**src/rtl/core/fldec_pkg.sv**
```systemverilog
`timescale 1ns / 1ps
// ----------------------------------------------------------------------------
// fldec_pkg
// Shared types and constants for the four-line debounce and edge counter.
// ----------------------------------------------------------------------------
package fldec_pkg;

    localparam int LINES_DEF  = 4;
    localparam int MAX_LINES  = 8;
    localparam int PIN_W      = 4;
    localparam int TIME_W     = 32;
    localparam int CNT_W      = 32;
    localparam int CHAN_W     = 8;
    localparam int DEB_W      = 16;
    localparam int CFG_IDX_W  = 1;
    localparam int CFG_DATA_W = 16;

    localparam logic [PIN_W-1:0] VALID_MASK = 4'h F;
    localparam logic [DEB_W-1:0] DEB_RESET  = 16'd20;

    // Configuration register indexes
    localparam logic [CFG_IDX_W-1:0] CFG_DEBOUNCE_MS = 1'd0;
    localparam logic [CFG_IDX_W-1:0] CFG_ACTIVE_HIGH = 1'd1;

    typedef enum logic [1:0] {
        REQ_PIN     = 2'd0,
        REQ_POLL    = 2'd1,
        REQ_CONSUME = 2'd2,
        REQ_INIT    = 2'd3
    } t_req_kind;

    typedef struct packed {
        t_req_kind          kind;
        logic [PIN_W-1:0]   pins;
        logic               line_hit;
        logic [TIME_W-1:0]  now_ms;
        logic [CHAN_W-1:0]  chan;
    } t_req;

    typedef struct packed {
        logic [PIN_W-1:0]   raw_lines;
        logic [PIN_W-1:0]   stable_bits;
        logic [PIN_W-1:0]   chg_flags;
        logic [CNT_W-1:0]   edge_count;
    } t_result;

    typedef struct packed {
        logic [DEB_W-1:0]   debounce_ms;
        logic               active_high;
    } t_cfg;

endpackage

```
**src/rtl/core/four_line_debounce_edge_counter.sv**
```systemverilog
`timescale 1ns / 1ps
// ----------------------------------------------------------------------------
// four_line_debounce_edge_counter
// Debounced four-line input block with per-line toggle counters.
// ----------------------------------------------------------------------------
// Each request is captured in an input register, then the line state,
// debounce step and counters update in one pass and the result lands in an
// output register. One request per cycle is sustained while the result side
// does not stall; the only loop is the state update of that single pass.
// Output stall backs up through the input register, which can still take one
// request while a finished result waits. Write configuration only while idle.
// ----------------------------------------------------------------------------
module four_line_debounce_edge_counter #(
    parameter int LINES = fldec_pkg::LINES_DEF
) (
    input  logic                               i_clk,
    input  logic                               i_rst_n,
    // request channel
    input  logic                               i_in_valid,
    output logic                               o_in_stall,
    input  logic [1:0]                         i_req_type,
    input  logic [fldec_pkg::PIN_W-1:0]        i_pin_levels,
    input  logic                               i_line_hit,
    input  logic [fldec_pkg::TIME_W-1:0]       i_now_ms,
    input  logic [fldec_pkg::CHAN_W-1:0]       i_query_channel,
    // result channel
    output logic                               o_out_valid,
    input  logic                               i_out_stall,
    output logic [fldec_pkg::PIN_W-1:0]        o_raw_lines,
    output logic [fldec_pkg::PIN_W-1:0]        o_stable_bits,
    output logic [fldec_pkg::PIN_W-1:0]        o_chg_flags,
    output logic [fldec_pkg::CNT_W-1:0]        o_edge_count,
    // configuration write channel
    input  logic                               i_cfg_valid,
    output logic                               o_cfg_ready,
    input  logic [fldec_pkg::CFG_IDX_W-1:0]    i_cfg_index,
    input  logic [fldec_pkg::CFG_DATA_W-1:0]   i_cfg_data
);
    import fldec_pkg::*;

    localparam logic [MAX_LINES-1:0] FULL_MASK =
        MAX_LINES'((16'd1 << LINES) - 16'd1);
    localparam logic [PIN_W-1:0] LMASK = FULL_MASK[PIN_W-1:0] & VALID_MASK;

    logic    r_in_valid;
    t_req    r_in;
    logic    r_out_valid;
    t_result r_out;
    t_result core_res;
    t_cfg    cfg;
    logic    adv;
    logic    accept_in;

    assign o_cfg_ready = 1'b1;

    fldec_cfg u_cfg (
        .i_clk   (i_clk),
        .i_rst_n (i_rst_n),
        .i_wr    (i_cfg_valid && o_cfg_ready),
        .i_index (i_cfg_index),
        .i_data  (i_cfg_data),
        .o_cfg   (cfg)
    );

    // advance the held request when the result slot frees up
    assign adv        = r_in_valid && (!r_out_valid || !i_out_stall);
    assign o_in_stall = r_in_valid && !adv;
    assign accept_in  = i_in_valid && !o_in_stall;

    always_ff @(posedge i_clk) begin
        if (!i_rst_n) begin
            r_in_valid <= 1'b0;
        end else if (accept_in) begin
            r_in_valid <= 1'b1;
        end else if (adv) begin
            r_in_valid <= 1'b0;
        end
    end

    always_ff @(posedge i_clk) begin
        if (accept_in) begin
            r_in.kind     <= t_req_kind'(i_req_type);
            r_in.pins     <= i_pin_levels;
            r_in.line_hit <= i_line_hit;
            r_in.now_ms   <= i_now_ms;
            r_in.chan     <= i_query_channel;
        end
    end

    fldec_core #(
        .LINES (LINES)
    ) u_core (
        .i_clk   (i_clk),
        .i_rst_n (i_rst_n),
        .i_fire  (adv),
        .i_req   (r_in),
        .i_cfg   (cfg),
        .o_res   (core_res)
    );

    always_ff @(posedge i_clk) begin
        if (!i_rst_n) begin
            r_out_valid <= 1'b0;
        end else if (adv) begin
            r_out_valid <= 1'b1;
        end else if (!i_out_stall) begin
            r_out_valid <= 1'b0;
        end
    end

    always_ff @(posedge i_clk) begin
        if (adv) begin
            r_out <= core_res;
        end
    end

    assign o_out_valid   = r_out_valid;
    assign o_raw_lines   = r_out.raw_lines;
    assign o_stable_bits = r_out.stable_bits;
    assign o_chg_flags   = r_out.chg_flags;
    assign o_edge_count  = r_out.edge_count;

    a_reset_empty: assert property (@(posedge i_clk)
        !i_rst_n |=> !r_in_valid && !r_out_valid)
        else $error("pipeline not empty after reset");

    a_adv_result: assert property (@(posedge i_clk) disable iff (!i_rst_n)
        adv |=> o_out_valid)
        else $error("advanced request produced no result");

    a_init_result: assert property (@(posedge i_clk) disable iff (!i_rst_n)
        adv && r_in.kind == REQ_INIT |=>
            o_chg_flags == '0 && o_stable_bits == o_raw_lines &&
            o_edge_count == '0)
        else $error("init result not cleared");

    a_unused_lines: assert property (@(posedge i_clk) disable iff (!i_rst_n)
        o_out_valid |-> (o_raw_lines & ~LMASK) == '0 &&
                        (o_stable_bits & ~LMASK) == '0)
        else $error("unused line bit set");

endmodule

```
**src/rtl/core/fldec_cfg.sv**
```systemverilog
`timescale 1ns / 1ps
// ----------------------------------------------------------------------------
// fldec_cfg
// Configuration registers: debounce time and pin polarity.
// ----------------------------------------------------------------------------
module fldec_cfg (
    input  logic                               i_clk,
    input  logic                               i_rst_n,
    input  logic                               i_wr,
    input  logic [fldec_pkg::CFG_IDX_W-1:0]    i_index,
    input  logic [fldec_pkg::CFG_DATA_W-1:0]   i_data,
    output fldec_pkg::t_cfg                    o_cfg
);
    import fldec_pkg::*;

    logic [DEB_W-1:0] r_debounce_ms;
    logic             r_active_high;

    always_ff @(posedge i_clk) begin
        if (!i_rst_n) begin
            r_debounce_ms <= DEB_RESET;
            r_active_high <= 1'b1;
        end else if (i_wr) begin
            case (i_index)
                CFG_DEBOUNCE_MS: r_debounce_ms <= i_data[DEB_W-1:0];
                CFG_ACTIVE_HIGH: r_active_high <= i_data[0];
                default: ;
            endcase
        end
    end

    assign o_cfg.debounce_ms = r_debounce_ms;
    assign o_cfg.active_high = r_active_high;

endmodule

```
**src/rtl/core/fldec_core.sv**
```systemverilog
`timescale 1ns / 1ps
// ----------------------------------------------------------------------------
// fldec_core
// Line state, debounce step and toggle counters; result of one request.
// ----------------------------------------------------------------------------
module fldec_core #(
    parameter int LINES = fldec_pkg::LINES_DEF
) (
    input  logic                i_clk,
    input  logic                i_rst_n,
    input  logic                i_fire,
    input  fldec_pkg::t_req     i_req,
    input  fldec_pkg::t_cfg     i_cfg,
    output fldec_pkg::t_result  o_res
);
    import fldec_pkg::*;

    localparam logic [MAX_LINES-1:0] FULL_MASK =
        MAX_LINES'((16'd1 << LINES) - 16'd1);
    localparam logic [PIN_W-1:0] LMASK = FULL_MASK[PIN_W-1:0] & VALID_MASK;

    logic [PIN_W-1:0]  r_raw, n_raw;
    logic [PIN_W-1:0]  r_cand, n_cand;
    logic [PIN_W-1:0]  r_stable, n_stable;
    logic [PIN_W-1:0]  r_flags, n_flags;
    logic [TIME_W-1:0] r_cand_time, n_cand_time;
    logic [CNT_W-1:0]  r_counts [LINES];
    logic [CNT_W-1:0]  n_counts [LINES];

    logic [PIN_W-1:0]     fresh;
    logic [PIN_W-1:0]     diff;
    logic [MAX_LINES-1:0] diff_ext;
    logic [TIME_W-1:0]    held;
    logic [PIN_W-1:0]     report_flags;
    logic [CNT_W-1:0]     count;

    assign fresh    = (i_cfg.active_high ? i_req.pins : ~i_req.pins) & LMASK;
    assign diff     = (r_raw ^ fresh) & LMASK;
    assign diff_ext = {{(MAX_LINES-PIN_W){1'b0}}, diff};
    assign held     = i_req.now_ms - r_cand_time;

    always_comb begin
        n_raw        = r_raw;
        n_cand       = r_cand;
        n_stable     = r_stable;
        n_flags      = r_flags;
        n_cand_time  = r_cand_time;
        report_flags = r_flags;
        for (int i = 0; i < LINES; i++) begin
            n_counts[i] = r_counts[i];
        end
        case (i_req.kind)
            REQ_PIN: begin
                if (i_req.line_hit) begin
                    n_raw = fresh;
                    for (int i = 0; i < LINES; i++) begin
                        n_counts[i] = r_counts[i] + CNT_W'(diff_ext[i]);
                    end
                end
            end
            REQ_POLL: begin
                // A new raw value only restarts the window; promotion waits
                if (r_raw != r_cand) begin
                    n_cand      = r_raw;
                    n_cand_time = i_req.now_ms;
                end else if (r_raw != r_stable &&
                             held >= TIME_W'(i_cfg.debounce_ms)) begin
                    n_stable = r_raw;
                    n_flags  = (r_flags | (r_stable ^ r_raw)) & VALID_MASK;
                end
                report_flags = n_flags;
            end
            REQ_CONSUME: begin
                n_flags = '0;
            end
            REQ_INIT: begin
                n_raw        = fresh;
                n_cand       = fresh;
                n_stable     = fresh;
                n_flags      = '0;
                n_cand_time  = i_req.now_ms;
                report_flags = '0;
                for (int i = 0; i < LINES; i++) begin
                    n_counts[i] = '0;
                end
            end
            default: ;
        endcase
    end

    always_comb begin
        count = '0;
        for (int i = 0; i < LINES; i++) begin
            if (i_req.chan == CHAN_W'(i)) begin
                count = n_counts[i];
            end
        end
    end

    always_ff @(posedge i_clk) begin
        if (!i_rst_n) begin
            r_raw       <= '0;
            r_cand      <= '0;
            r_stable    <= '0;
            r_flags     <= '0;
            r_cand_time <= '0;
            for (int i = 0; i < LINES; i++) begin
                r_counts[i] <= '0;
            end
        end else if (i_fire) begin
            r_raw       <= n_raw;
            r_cand      <= n_cand;
            r_stable    <= n_stable;
            r_flags     <= n_flags;
            r_cand_time <= n_cand_time;
            for (int i = 0; i < LINES; i++) begin
                r_counts[i] <= n_counts[i];
            end
        end
    end

    assign o_res.raw_lines   = n_raw;
    assign o_res.stable_bits = n_stable;
    assign o_res.chg_flags   = report_flags;
    assign o_res.edge_count  = count;

endmodule

```
**config.mk**
```make
export PLATFORM = sky130hd
export DESIGN_NAME = four_line_debounce_edge_counter
export DESIGN_NICKNAME = d
export VERILOG_FILES = /design/src/rtl/core/fldec_pkg.sv /design/src/rtl/core/four_line_debounce_edge_counter.sv /design/src/rtl/core/fldec_cfg.sv /design/src/rtl/core/fldec_core.sv
export SDC_FILE = /design/constraint.sdc
export NUM_CORES = 1
export LEC_CHECK = 0
export BUFFER_PORTS_ARGS = -buffer_cell sky130_fd_sc_hd__buf_2
export CORE_MARGIN = 2
export CORE_UTILIZATION = 40
export CTS_CLUSTER_DIAMETER = 60
export CTS_CLUSTER_SIZE = 16
export DETAILED_ROUTE_END_ITERATION = 16
export REMOVE_ABC_BUFFERS = 1
export SLEW_MARGIN = 30
export SYNTH_ARGS = -nofsm -noshare
export SYNTH_HDL_FRONTEND = slang
export SYNTH_SLANG_ARGS = --single-unit
export TNS_END_PERCENT = 50
```
**constraint.sdc**
```tcl
create_clock -name i_clk -period 8 [get_ports i_clk]
set_input_delay 0.8 -clock i_clk [delete_from_list [all_inputs] [get_ports i_clk]]
set_output_delay 0.8 -clock i_clk [all_outputs]
set_load 0.02 [all_outputs]
```
Yosys cells after proc, flatten, opt, wreduce, memory -nomap -nowiden
Memories as Yosys holds them, arrays and structs flattened.
Index checks and enable logic that the tools add are counted.
Operators by class
  add/sub/neg operators: 5
  magnitude comparators: 1
  equality and inequality tests: 10
  mux-type cells: 32
  bitwise operators: 9
  reductions and logical operators: 19
Operators by type and width (count)
  2-to-1 mux 32 bit: 9
  one-hot mux 128 bit (2 select lines): 1
  adder 32 x 1 -> 32 bit: 4
  2-to-1 mux 128 bit: 1
  one-hot mux 32 bit (2 select lines): 1
  one-hot mux 4 bit (2 select lines): 5
  >= comparator 32 x 16 -> 1 bit: 1
  subtractor 32 bit: 1
  2-to-1 mux 4 bit: 7
  == test 8 x 2 -> 1 bit (second input constant): 2
  == test 8 x 1 -> 1 bit (second input constant): 1
  zero test 8 bit: 1
  2-to-1 mux 1 bit: 8
  inequality test 4 bit: 2
  bitwise XOR 4 bit: 2
  AND reduction 2 bit: 3
  nonzero test 2 bit: 3
  == test 2 bit (second input constant): 2
  logical AND 1 bit: 4
  zero test 1 bit: 4
  inequality test 2 x 1 -> 1 bit (second input constant): 2
  NOT 4 bit: 1
  bitwise OR 1 bit: 4
  bitwise OR 4 bit: 1
  6 further kinds: 6
Storage, ports and cells
  bits in registers: 158
  bits in writable memories: 128
  input port bits: 69
  logic and storage cells: 95
  memories: 1
Memories
  u_core.r_counts: depth 4, bits a word 32, read ports 4, clocked after memory_dff 0, write ports 4, RTL line fldec_core.sv:27  | logic [CNT_W-1:0] r_counts [LINES];

Longest topological paths before layout
Gate-level depths: netlist of the first run.
  depth after elaboration: 10
  mapped depth: 21
  depth with buffers taken out: 20

Cells and area by module
Synthesis of the first run repeated with hierarchy kept, for this count alone.
Unflattened totals
  cell total of the unflattened synthesis: 1624
  area, all modules: 16203.0 um^2
Modules (own cells, without submodules)
  fldec_core: instances 1, cells an instance 1448, area an instance 12665.9 um^2, sequential area each 4804.6 um^2
  four_line_debounce_edge_counter: instances 1, cells an instance 101, area an instance 2827.7 um^2, sequential area each 2772.7 um^2
  fldec_cfg: instances 1, cells an instance 75, area an instance 709.4 um^2, sequential area each 340.3 um^2

Worst setup path before layout of the first run
Ideal clock, no wire load.
  kind: input-to-reg
  start point: input port i_rst_n
  end point: memory u_core.r_counts[0][0] (enable)
  setup time: 1.108 ns
  data arrival time: 3.746 ns
  required time: 6.892 ns
  slack: 3.145 ns
  cell stages on the path: 4
  buffers on the path: 3
  cell sequence: clkbuf_1 > clkbuf_1 > clkbuf_1 > nand2_1
RTL lines
  start: declaration: RTL line four_line_debounce_edge_counter.sv:17  | input logic i_rst_n,
  end: declaration: RTL line fldec_core.sv:27

==> flow_metrics.env, run 1 <==
export IMPL_worstMarginPinSlew_ns=0.950
export IMPL_grt_start_max_net_pins=75
export IMPL_worst_ir_drop_vdd_v=0.000174
export IMPL_yosysWarnings=0
export IMPL_worstSetupPathType="reg -> reg"
export IMPL_cts_tree="done"
export IMPL_drive_above_1_share_pct=12.4
export IMPL_clkPwrFrac_pct=38.6
export IMPL_area_growth_synth_to_final_pct=12.6
export IMPL_cts_buffers=29
export IMPL_cp_required_ns=8.32
export IMPL_num_antenna_cells=0
export IMPL_path_max_fanout=14
export IMPL_core_area_mm2=0.0398
export IMPL_fin_crit_ns=5.08
export IMPL_num_vias=12200
export IMPL_slew_violations=0
export IMPL_finalCritPeriodShare_pct=63.5
export IMPL_swShare_pct=27.5
export IMPL_end_kind="register"
export IMPL_h_tree_depth=1
export IMPL_worst_clock_skew_ns=0.0159
export IMPL_row_count=73
export IMPL_dieArea_mm2=0.0421
export IMPL_initial_core_util_pct=40.7
export IMPL_cts_buffer_depth=3
export IMPL_hold_class="in -> reg"
export IMPL_synthArstFlopShare_pct=0
export IMPL_antenna_found_initial=0
export IMPL_yosys_top_cells_area="edfxtp_1 (41%), dfxtp_1 (8.3%), xnor2_1 (4.8%)"
export IMPL_drc=0
export IMPL_ant_nets=0
export IMPL_status="finished clean"
export IMPL_synth_top_area_share_pct=40.6
export IMPL_cp_arrival_ns=5.40
export IMPL_p_seq_share_pct=48.5
export IMPL_overflow=0
export IMPL_synth_enable_flop_cells=219
export IMPL_wl_um=40600
export IMPL_placed_cell_area_mm2=0.0173
export IMPL_synth_most_common_cell="edfxtp_1"
export IMPL_switchingPower_w=0.000983
export IMPL_cts_clk_slew_worst_paths_ns=0.07
export IMPL_setup_tns_ns=0
export IMPL_synthCells=1630
export IMPL_portBuffers=114
export IMPL_ys_seq_area_share_pct=48.9
export IMPL_report_final_setup_viol=0
export IMPL_internal_power_w=0.00259
export IMPL_rsz0062_at_grt="false"
export IMPL_synth_avg_cell_area_um2=9.94
export IMPL_ys_flop_type="edfxtp_1"
export IMPL_synth_area_leader_cell="edfxtp_1"
export IMPL_dp_hpwl_um=28800
export IMPL_syn_area_mm2=0.0162
export IMPL_path_cells="ha_1, a21o_1, a31o_1, o21a_1, a21oi_1, o21ai_0, a31oi_1, xnor2_1, ha_1, a21o_1, a21oi_1, o221ai_1, nor4_1, o211ai_1, nor4b_2, nand4_2, a31oi_4, o21ai_1"
export IMPL_ys_ff_latch=286
export IMPL_die_x_um=205
export IMPL_max_cap_viol_count=0
export IMPL_grt_total_usage_pct=19.4
export IMPL_place_gp_congestion=0.878
export IMPL_clockRootBuffer="clkbuf_16"
export IMPL_max_freq_mhz=197
export IMPL_startpoint_type="register"
export IMPL_die_y_um=205
export IMPL_relSlewSlack_pct=36.4
export IMPL_yosys_top_cells_count="edfxtp_1 (219), nor2_1 (200), nand2_1 (185)"
export IMPL_fin_nets=1844
export IMPL_critPathBufInv=0
export IMPL_post_drt_wl_per_cell_um=18.0
export IMPL_grt_pass1_wl_um=64500
export IMPL_ctsHoldBuffers=0
export IMPL_cts_setup_buffers=0
export IMPL_share_comb_of_total_power_pct=12.8
export IMPL_ctsResizeCount=0
export IMPL_viasPerCell=5.41
export IMPL_p_per_area_mw_per_mm2=196
export IMPL_max_stage_delay_ns=0.53
export IMPL_finalInstanceArea_mm2=0.0182
export IMPL_numClockSinks=286
export IMPL_crit_slowest_cell="nand4_2"
export IMPL_p_leak_nw=6.58
export IMPL_yosys_cell_types_count=77
export IMPL_first_global_vias=11900
export IMPL_clk_latency_ns=0.58
export IMPL_drt_iter0_markers=964
export IMPL_cp_top_family="compound AO/OA/AOI/OAI gates"
export IMPL_ios=116
export IMPL_hold_viol_final=0
export IMPL_dr_pass1_iters=5
==> cell usage in the layout (no fill, tap or decap), drive strengths merged, types with 5 or more instances in the layout <==
| cell type | n |
|---|---|
| nand2 | 185 |
| o221ai | 12 |
| a21oi | 58 |
| nor3 | 35 |
| clkbuf | 35 |
| and2 | 17 |
| o211ai | 16 |
| nand3 | 57 |
| mux4 | 6 |
| xor2 | 65 |
| dfxtp | 67 |
| a31oi | 13 |
| ha | 59 |
| and4 | 10 |
| edfxtp | 219 |
| nand2b | 8 |
| and3 | 27 |
| a21o | 13 |
| nor2b | 62 |
| a21boi | 21 |
| nand4 | 36 |
| o22ai | 13 |
| nor4 | 9 |
| mux2i | 45 |
| o211a | 5 |
| inv | 93 |
| buf | 127 |
| o21ai | 54 |
| a211oi | 10 |
| nor2 | 200 |
| xnor2 | 88 |
| o21a | 9 |
==> state kept, by name, indices dropped and copies added (netlist names), 16 cells and up <==
name,cells
o_edge_count,32
u_cfg.r_debounce_ms,16
u_core.r_counts,128
r_in,47
u_core.r_cand_time,32
==> final cells by class <==
type	instances	area, um^2
clock buffers	35	769
inverters	81	304
well taps	525	657
fillers	3834	21600
clock inverters	17	173
repair buffers	127	681
flip-flops and latches	286	7920
multi-input cells	1190	7740
==> per-stage QoR <==
stage	worst slack, ns	cells	power [W]	utilization [%]	hold WS, ns
after floorplan	3.46	1557	0.00208	-	0.443
after global placement	2.92	2208	0.00221	43.4	0.457
after detailed placement	2.86	2209	0.00222	43.4	0.460
after CTS	2.83	2261	0.00361	45.8	0.374
after global routing	2.51	2261	0.00372	45.8	0.376
final	2.92	2261	0.00357	45.8	0.401
==> metal layers <==
layer	wire length [um]	vias to the layer above	global-route usage, %
met5	0	-	0
met4	1280	0	5.68
met3	1870	78	2.74
met2	19200	299	32.5
met1	18300	5891	26.1
li1	-	5964	-
==> cells by family after synthesis <==
kind of cell / share of synthesized area [%]
simple gates: 19.5
flops: 48.9
compound gates: 11.3
buf+inv: 3.71
xor+xnor: 8.27
fa+ha+maj: 4.68
mux: 3.61
other cells: 0.0231
==> worst paths after layout <==
check	from	to	slack (ns)	depth (start not counted)
max	r_in[12]$_DFFE_PP_	o_stable_bits[0]$_DFFE_PP_	2.92	18
min reg2reg	u_cfg.r_debounce_ms[1]$_SDFFE_PN0P_	u_cfg.r_debounce_ms[1]$_SDFFE_PN0P_	0.47	2
max reg2reg	r_in[12]$_DFFE_PP_	o_stable_bits[0]$_DFFE_PP_	2.92	18
min	i_now_ms[7]	r_in[15]$_DFFE_PP_	0.40	1
==> power by group through the flow <==
stage	logic (W)	clock network (W)	registers [W]
after floorplan	0.000301	0	0.00177
after global placement	0.000452	0	0.00176
final	0.000459	0.00138	0.00173
after CTS	0.000459	0.00142	0.00173
after global routing	0.000508	0.00147	0.00174
after detailed placement	0.000457	0	0.00177
(Power assumes the default switching activity.)
==> inputs of run 2 (changes only) <==
==> constraint.sdc (replaced) <==
create_clock -name i_clk -period 4.09 [get_ports i_clk]
set_input_delay 0.409 -clock i_clk [delete_from_list [all_inputs] [get_ports i_clk]]
set_output_delay 0.409 -clock i_clk [all_outputs]
set_load 0.02 [all_outputs]
==> run 2 against run 1 <==
Effect of this change:
- the flow now finishes with violations (setup timing)
- via count rose by 3.7%
- clock power rose by 110%
- maximum frequency rose by 18%
- critical path depth rose by 2
- die area did not move
- critical path type unchanged
- critical endpoint is now o_stable_bits[3]$_DFFE_PP_
- largest cell class unchanged
- highest routed layer is now met5
==> flow_metrics.env, run 2 (synthesis results as in run 1) <==
export IMPL_rsz0062_at_grt="true"
export IMPL_num_vias=12700
export IMPL_drive_above_1_share_pct=17.4
export IMPL_grt_total_usage_pct=20.0
export IMPL_drt_iter0_markers=1001
export IMPL_layout_common_cells="edfxtp_1 (219), nor2_1 (198), nand2_1 (180), buf_2 (114), xnor2_1 (88)"
export IMPL_use_met1_pct=27.1
export IMPL_die_x_um=205
export IMPL_cts_tree="done"
export IMPL_fin_nets=1958
export IMPL_wl_um=41900
export IMPL_cts_clk_slew_worst_paths_ns=0.06
export IMPL_report_final_setup_viol=16
export IMPL_dieArea_mm2=0.0421
export IMPL_end_kind="register"
export IMPL_hold_class="in -> reg"
export IMPL_setup_tns_ns=-2.56
export IMPL_violations="setup timing"
export IMPL_max_cap_viol_count=0
export IMPL_max_freq_mhz=233
export IMPL_ff2ff_setup_slack_ns=-0.21
export IMPL_startpoint_type="register"
export IMPL_placed_cell_area_mm2=0.0178
export IMPL_hold_viol_final=0
export IMPL_cp_arrival_ns=4.64
export IMPL_p_leak_nw=7.19
export IMPL_status="finished, violations left"
export IMPL_use_met3_pct=2.52
export IMPL_die_y_um=205
export IMPL_dp_slack_ns=-0.383
export IMPL_initial_core_util_pct=40.7
export IMPL_core_area_mm2=0.0398
export IMPL_cp_required_ns=4.43
export IMPL_dp_hpwl_um=29600
export IMPL_antenna_found_initial=1
export IMPL_area_growth_synth_to_final_pct=19.9
export IMPL_top_regs="u_core.r_counts: 128 flops, r_in: 47 flops"
export IMPL_grt_met2_usage_pct=33.0
export IMPL_slew_violations=0
export IMPL_ios=116
export IMPL_dr_pass1_iters=6
export IMPL_ant_nets=0
export IMPL_largest_reg_flops=128
export IMPL_overflow=0
export IMPL_final_util_pct=48.8
export IMPL_clk_latency_ns=0.59
export IMPL_row_count=73
export IMPL_top_register="u_core.r_counts"
export IMPL_fin_crit_ns=4.30
export IMPL_grt_pass1_wl_um=66400
export IMPL_clockRootBuffer="clkbuf_16"
export IMPL_first_global_vias=12300
export IMPL_portBuffers=114
export IMPL_multi_input_area_mm2=0.00787
export IMPL_h_tree_depth=1
export IMPL_holdWs_ns=0.0364
export IMPL_worst_ir_drop_vdd_v=0.000396
export IMPL_seq_area_mm2=0.00792
export IMPL_finalCritPeriodShare_pct=105
export IMPL_path_max_fanout=5
export IMPL_busiest_layer="met2"
export IMPL_worstSetupPathType="reg -> reg"
export IMPL_numClockSinks=286
export IMPL_worst_clock_skew_ns=0.0208
export IMPL_grt_start_max_net_pins=75
export IMPL_finalInstanceArea_mm2=0.0194
export IMPL_p_per_area_mw_per_mm2=372
export IMPL_place_gp_congestion=0.876
export IMPL_worstMarginPinSlew_ns=0.843
export IMPL_final_common_cell="edfxtp_1"
export IMPL_cts_buffers=31
export IMPL_n_fill_cell=3759
export IMPL_viasPerCell=5.34
export IMPL_relSlewSlack_pct=43.8
export IMPL_post_drt_wl_per_cell_um=17.6
export IMPL_final_setup_worst_slack_ns=-0.210
export IMPL_cts_buffer_depth=3
export IMPL_num_antenna_cells=0
export IMPL_drc=0
[run 2: timing repair]
| item | CTS | global route |
|---|---|---|
| endpoints found under the hold margin | 42 | 0 |
| setup buffers | 4 | 3 |
| pin swaps | 30 | 19 |
| hold buffers | 42 | 0 |
| gates cloned | 1 | 0 |
| gates resized for setup | 24 | 13 |
| setup endpoints to repair | 16 | 17 |
[run 2: worst max-delay path, cell delays in order, from the launching register on]
cell	delay [ns]
edfxtp_1	0.40
ha_1	0.32
nor2b_4	0.13
o2111a_1	0.24
o21a_1	0.21
a21oi_2	0.19
o21ai_2	0.09
a31oi_2	0.22
xnor2_1	0.10
ha_1	0.32
a21o_1	0.18
a21oi_2	0.12
o221ai_1	0.14
nor4_1	0.26
buf_4	0.16
o211ai_1	0.09
nor4b_2	0.27
nand4_2	0.19
buf_12	0.19
a31oi_4	0.15
o21ai_2	0.08
[run 2: layout make-up]
type,instances,share of cell area [%]
Sequential cell,286,40.8
Multi-Input combinational cell,1190,40.5
Timing Repair Buffer,239,8.54
Clock buffer,35,4.18
Tap cell,525,3.38
Inverter,81,1.56
Clock inverter,22,1.06
[run 2: metal layers]
layer | routed length (um) | part of all wire (%)
met5 | 13 | 0.031
met4 | 1290 | 3.1
met3 | 1860 | 4.5
met2 | 19800 | 47
met1 | 18900 | 45
[run 2: path summary, 6_finish.rpt]
check / from / end / depth (start not counted)
worst max-delay path: r_in[9]$_DFFE_PP_ / o_stable_bits[3]$_DFFE_PP_ / 20
worst min-delay path: i_pin_levels[0] / r_in[41]$_DFFE_PP_ / 1
worst max register to register: r_in[9]$_DFFE_PP_ / o_stable_bits[3]$_DFFE_PP_ / 20
worst min register to register: u_cfg.r_debounce_ms[1]$_SDFFE_PN0P_ / u_cfg.r_debounce_ms[1]$_SDFFE_PN0P_ / 2
[run 2: stage by stage]
step	cells	total power (W)
6_report	2378	0.00723
2_1_floorplan	1557	0.00406
3_3_place_gp	2272	0.00437
3_5_place_dp	2272	0.00439
5_1_grt	2378	0.00754
4_1_cts	2376	0.00729
[run 2: where the power goes]
group	internal (W)	switching [W]
Clock	0.00149	0.00134
Sequential	0.00328	0.000103
Combinational	0.000417	0.000597
==> inputs of run 3 (changes only) <==
--- a/config.mk
+++ b/config.mk
@@ -11,9 +11,9 @@
 export CTS_CLUSTER_DIAMETER = 60
 export CTS_CLUSTER_SIZE = 16
 export DETAILED_ROUTE_END_ITERATION = 16
+export HOLD_SLACK_MARGIN = 0.06
 export REMOVE_ABC_BUFFERS = 1
 export SLEW_MARGIN = 30
 export SYNTH_ARGS = -nofsm -noshare
 export SYNTH_HDL_FRONTEND = slang
 export SYNTH_SLANG_ARGS = --single-unit
-export TNS_END_PERCENT = 50
==> run 3 against run 2 <==
Effect of this change:
- the flow still finishes with violations (setup timing)
- largest cell class unchanged
- critical endpoint unchanged
- critical path depth is the same
- worst setup slack lost 0.0062 ns
- maximum frequency shrank 0.14%
- design area grew 0.90%
- highest routed layer unchanged
- non-clock buffer count grew 18
==> flow_metrics.env, run 3 (synthesis results as in run 1) <==
export IMPL_status="finished, violations left"
export IMPL_violations="setup timing"
export IMPL_worstMarginPinSlew_ns=0.837
export IMPL_clk_latency_ns=0.59
export IMPL_drt_iter0_markers=965
export IMPL_die_y_um=205
export IMPL_cts_buffers=31
export IMPL_drc=0
export IMPL_fin_nets=1976
export IMPL_slew_violations=0
export IMPL_cts_clk_slew_worst_paths_ns=0.06
export IMPL_p_leak_nw=7.25
export IMPL_antenna_found_initial=1
export IMPL_timing_rr_start="r_in[9]$_DFFE_PP_"
export IMPL_worstSetupPathType="reg -> reg"
export IMPL_hold_class="in -> reg"
export IMPL_cts_buffer_depth=3
export IMPL_place_gp_congestion=0.876
export IMPL_first_global_vias=12400
export IMPL_grt_total_usage_pct=20.1
export IMPL_wl_um=42000
export IMPL_worst_ir_drop_vdd_v=0.000396
export IMPL_finalCritPeriodShare_pct=105
export IMPL_busiest_layer="met2"
export IMPL_final_setup_worst_slack_ns=-0.216
export IMPL_p_per_area_mw_per_mm2=369
export IMPL_drive_above_1_share_pct=17.3
export IMPL_rr_endpoint="o_stable_bits[3]$_DFFE_PP_"
export IMPL_largest_reg_flops=128
export IMPL_dp_hpwl_um=29600
export IMPL_viasPerCell=5.32
export IMPL_end_kind="register"
export IMPL_area_growth_synth_to_final_pct=21.0
export IMPL_ff2ff_setup_slack_ns=-0.22
export IMPL_relSlewSlack_pct=44.2
export IMPL_portBuffers=114
export IMPL_cp_required_ns=4.43
export IMPL_report_final_setup_viol=16
export IMPL_grt_start_max_net_pins=75
export IMPL_num_vias=12800
export IMPL_max_freq_mhz=232
export IMPL_final_cells=2396
export IMPL_dr_pass1_iters=6
export IMPL_row_count=73
export IMPL_startpoint_type="register"
export IMPL_dieArea_mm2=0.0421
export IMPL_top_regs="u_core.r_counts: 128 flops, r_in: 47 flops"
export IMPL_use_met3_pct=2.50
export IMPL_dp_cells=2272
export IMPL_num_antenna_cells=0
export IMPL_die_x_um=205
export IMPL_grt_pass1_wl_um=66800
export IMPL_clockRootBuffer="clkbuf_16"
export IMPL_post_drt_wl_per_cell_um=17.5
export IMPL_layout_common_cells="edfxtp_1 (219), nor2_1 (198), nand2_1 (180), buf_2 (114), xnor2_1 (88)"
export IMPL_use_met1_pct=27.2
export IMPL_startpoint="r_in[9]$_DFFE_PP_"
export IMPL_ios=116
export IMPL_crit_end="o_stable_bits[3]$_DFFE_PP_"
export IMPL_numClockSinks=286
export IMPL_design_power_total_w=0.00724
export IMPL_fin_crit_ns=4.31
export IMPL_final_common_cell="edfxtp_1"
export IMPL_holdWs_ns=0.0874
export IMPL_max_cap_viol_count=0
export IMPL_core_area_mm2=0.0398
export IMPL_rsz0062_at_grt="true"
export IMPL_overflow=0
export IMPL_r2r_cells=20
export IMPL_ant_nets=0
export IMPL_hold_viol_final=0
export IMPL_worst_clock_skew_ns=0.0180
export IMPL_h_tree_depth=1
export IMPL_grt_met2_usage_pct=33.4
export IMPL_top_register="u_core.r_counts"
export IMPL_setup_tns_ns=-2.66
export IMPL_cts_tree="done"
export IMPL_initial_core_util_pct=40.7
export IMPL_path_max_fanout=5
export IMPL_dp_slack_ns=-0.383
export IMPL_cp_arrival_ns=4.65
[run 3: worst max-delay path: stages, from the launching register on]
cell and delay, ns:
edfxtp_1 0.40, ha_1 0.32, nor2b_4 0.13, o2111a_1 0.24
o21a_1 0.21, a21oi_2 0.19, o21ai_2 0.09, a31oi_2 0.22
xnor2_1 0.10, ha_1 0.32, a21o_1 0.18, a21oi_2 0.12
o221ai_1 0.14, nor4_1 0.26, buf_4 0.16, o211ai_1 0.09
nor4b_2 0.27, nand4_2 0.19, buf_12 0.19, a31oi_4 0.15
o21ai_2 0.08
[run 3: timing repair]
action                                 in CTS  in global routing
gates resized for setup                    27                 10
setup endpoints to repair                  16                 17
endpoints found under the hold margin      59                  0
setup buffers                               4                  4
pin swaps                                  30                 18
cloned                                      1                  0
hold buffers                               59                  0
[run 3: area by class of cell]
class / count / area (um^2)
tap: 525 / 657
multi-input combinational: 1190 / 7870
clock buffer: 35 / 812
timing repair buffer: 257 / 1840
clock inverter: 22 / 206
sequential: 286 / 7920
inverter: 81 / 304
fill: 3722 / 20200
[run 3: worst min-delay path by stage]
stage	end	from	slack, ns	cells after the start
after global placement	u_cfg.r_debounce_ms[1]$_SDFFE_PN0P_	u_cfg.r_debounce_ms[1]$_SDFFE_PN0P_	0.46	2
final	u_cfg.r_debounce_ms[1]$_SDFFE_PN0P_	i_cfg_data[1]	0.09	3
after global routing	u_cfg.r_debounce_ms[6]$_SDFFE_PN0P_	i_cfg_data[6]	0.09	3
after CTS	u_cfg.r_debounce_ms[15]$_SDFFE_PN0P_	i_cfg_data[15]	0.06	3
after detailed placement	u_cfg.r_debounce_ms[1]$_SDFFE_PN0P_	u_cfg.r_debounce_ms[1]$_SDFFE_PN0P_	0.46	2
after floorplan	u_cfg.r_debounce_ms[10]$_SDFFE_PN0P_	u_cfg.r_debounce_ms[10]$_SDFFE_PN0P_	0.44	2
[run 3: metal layers]
metal / vias to the layer above / wire length (um)
li1: 6245 / -
met4: 2 / 1440
met2: 331 / 19800
met3: 85 / 1870
met1: 6087 / 18900
met5: - / 13
[run 3: metrics by stage]
stage	util, %	cell area (um^2)
after floorplan	-	15900
after global placement	44.7	17800
after detailed placement	44.7	17800
after CTS	49.1	19600
after global routing	49.2	19600
final	49.2	19600
[run 3: report_power, final]
group | internal (W) | switching (W)
clock | 0.00149 | 0.00133
sequential | 0.00328 | 0.000103
combinational | 0.000428 | 0.000599
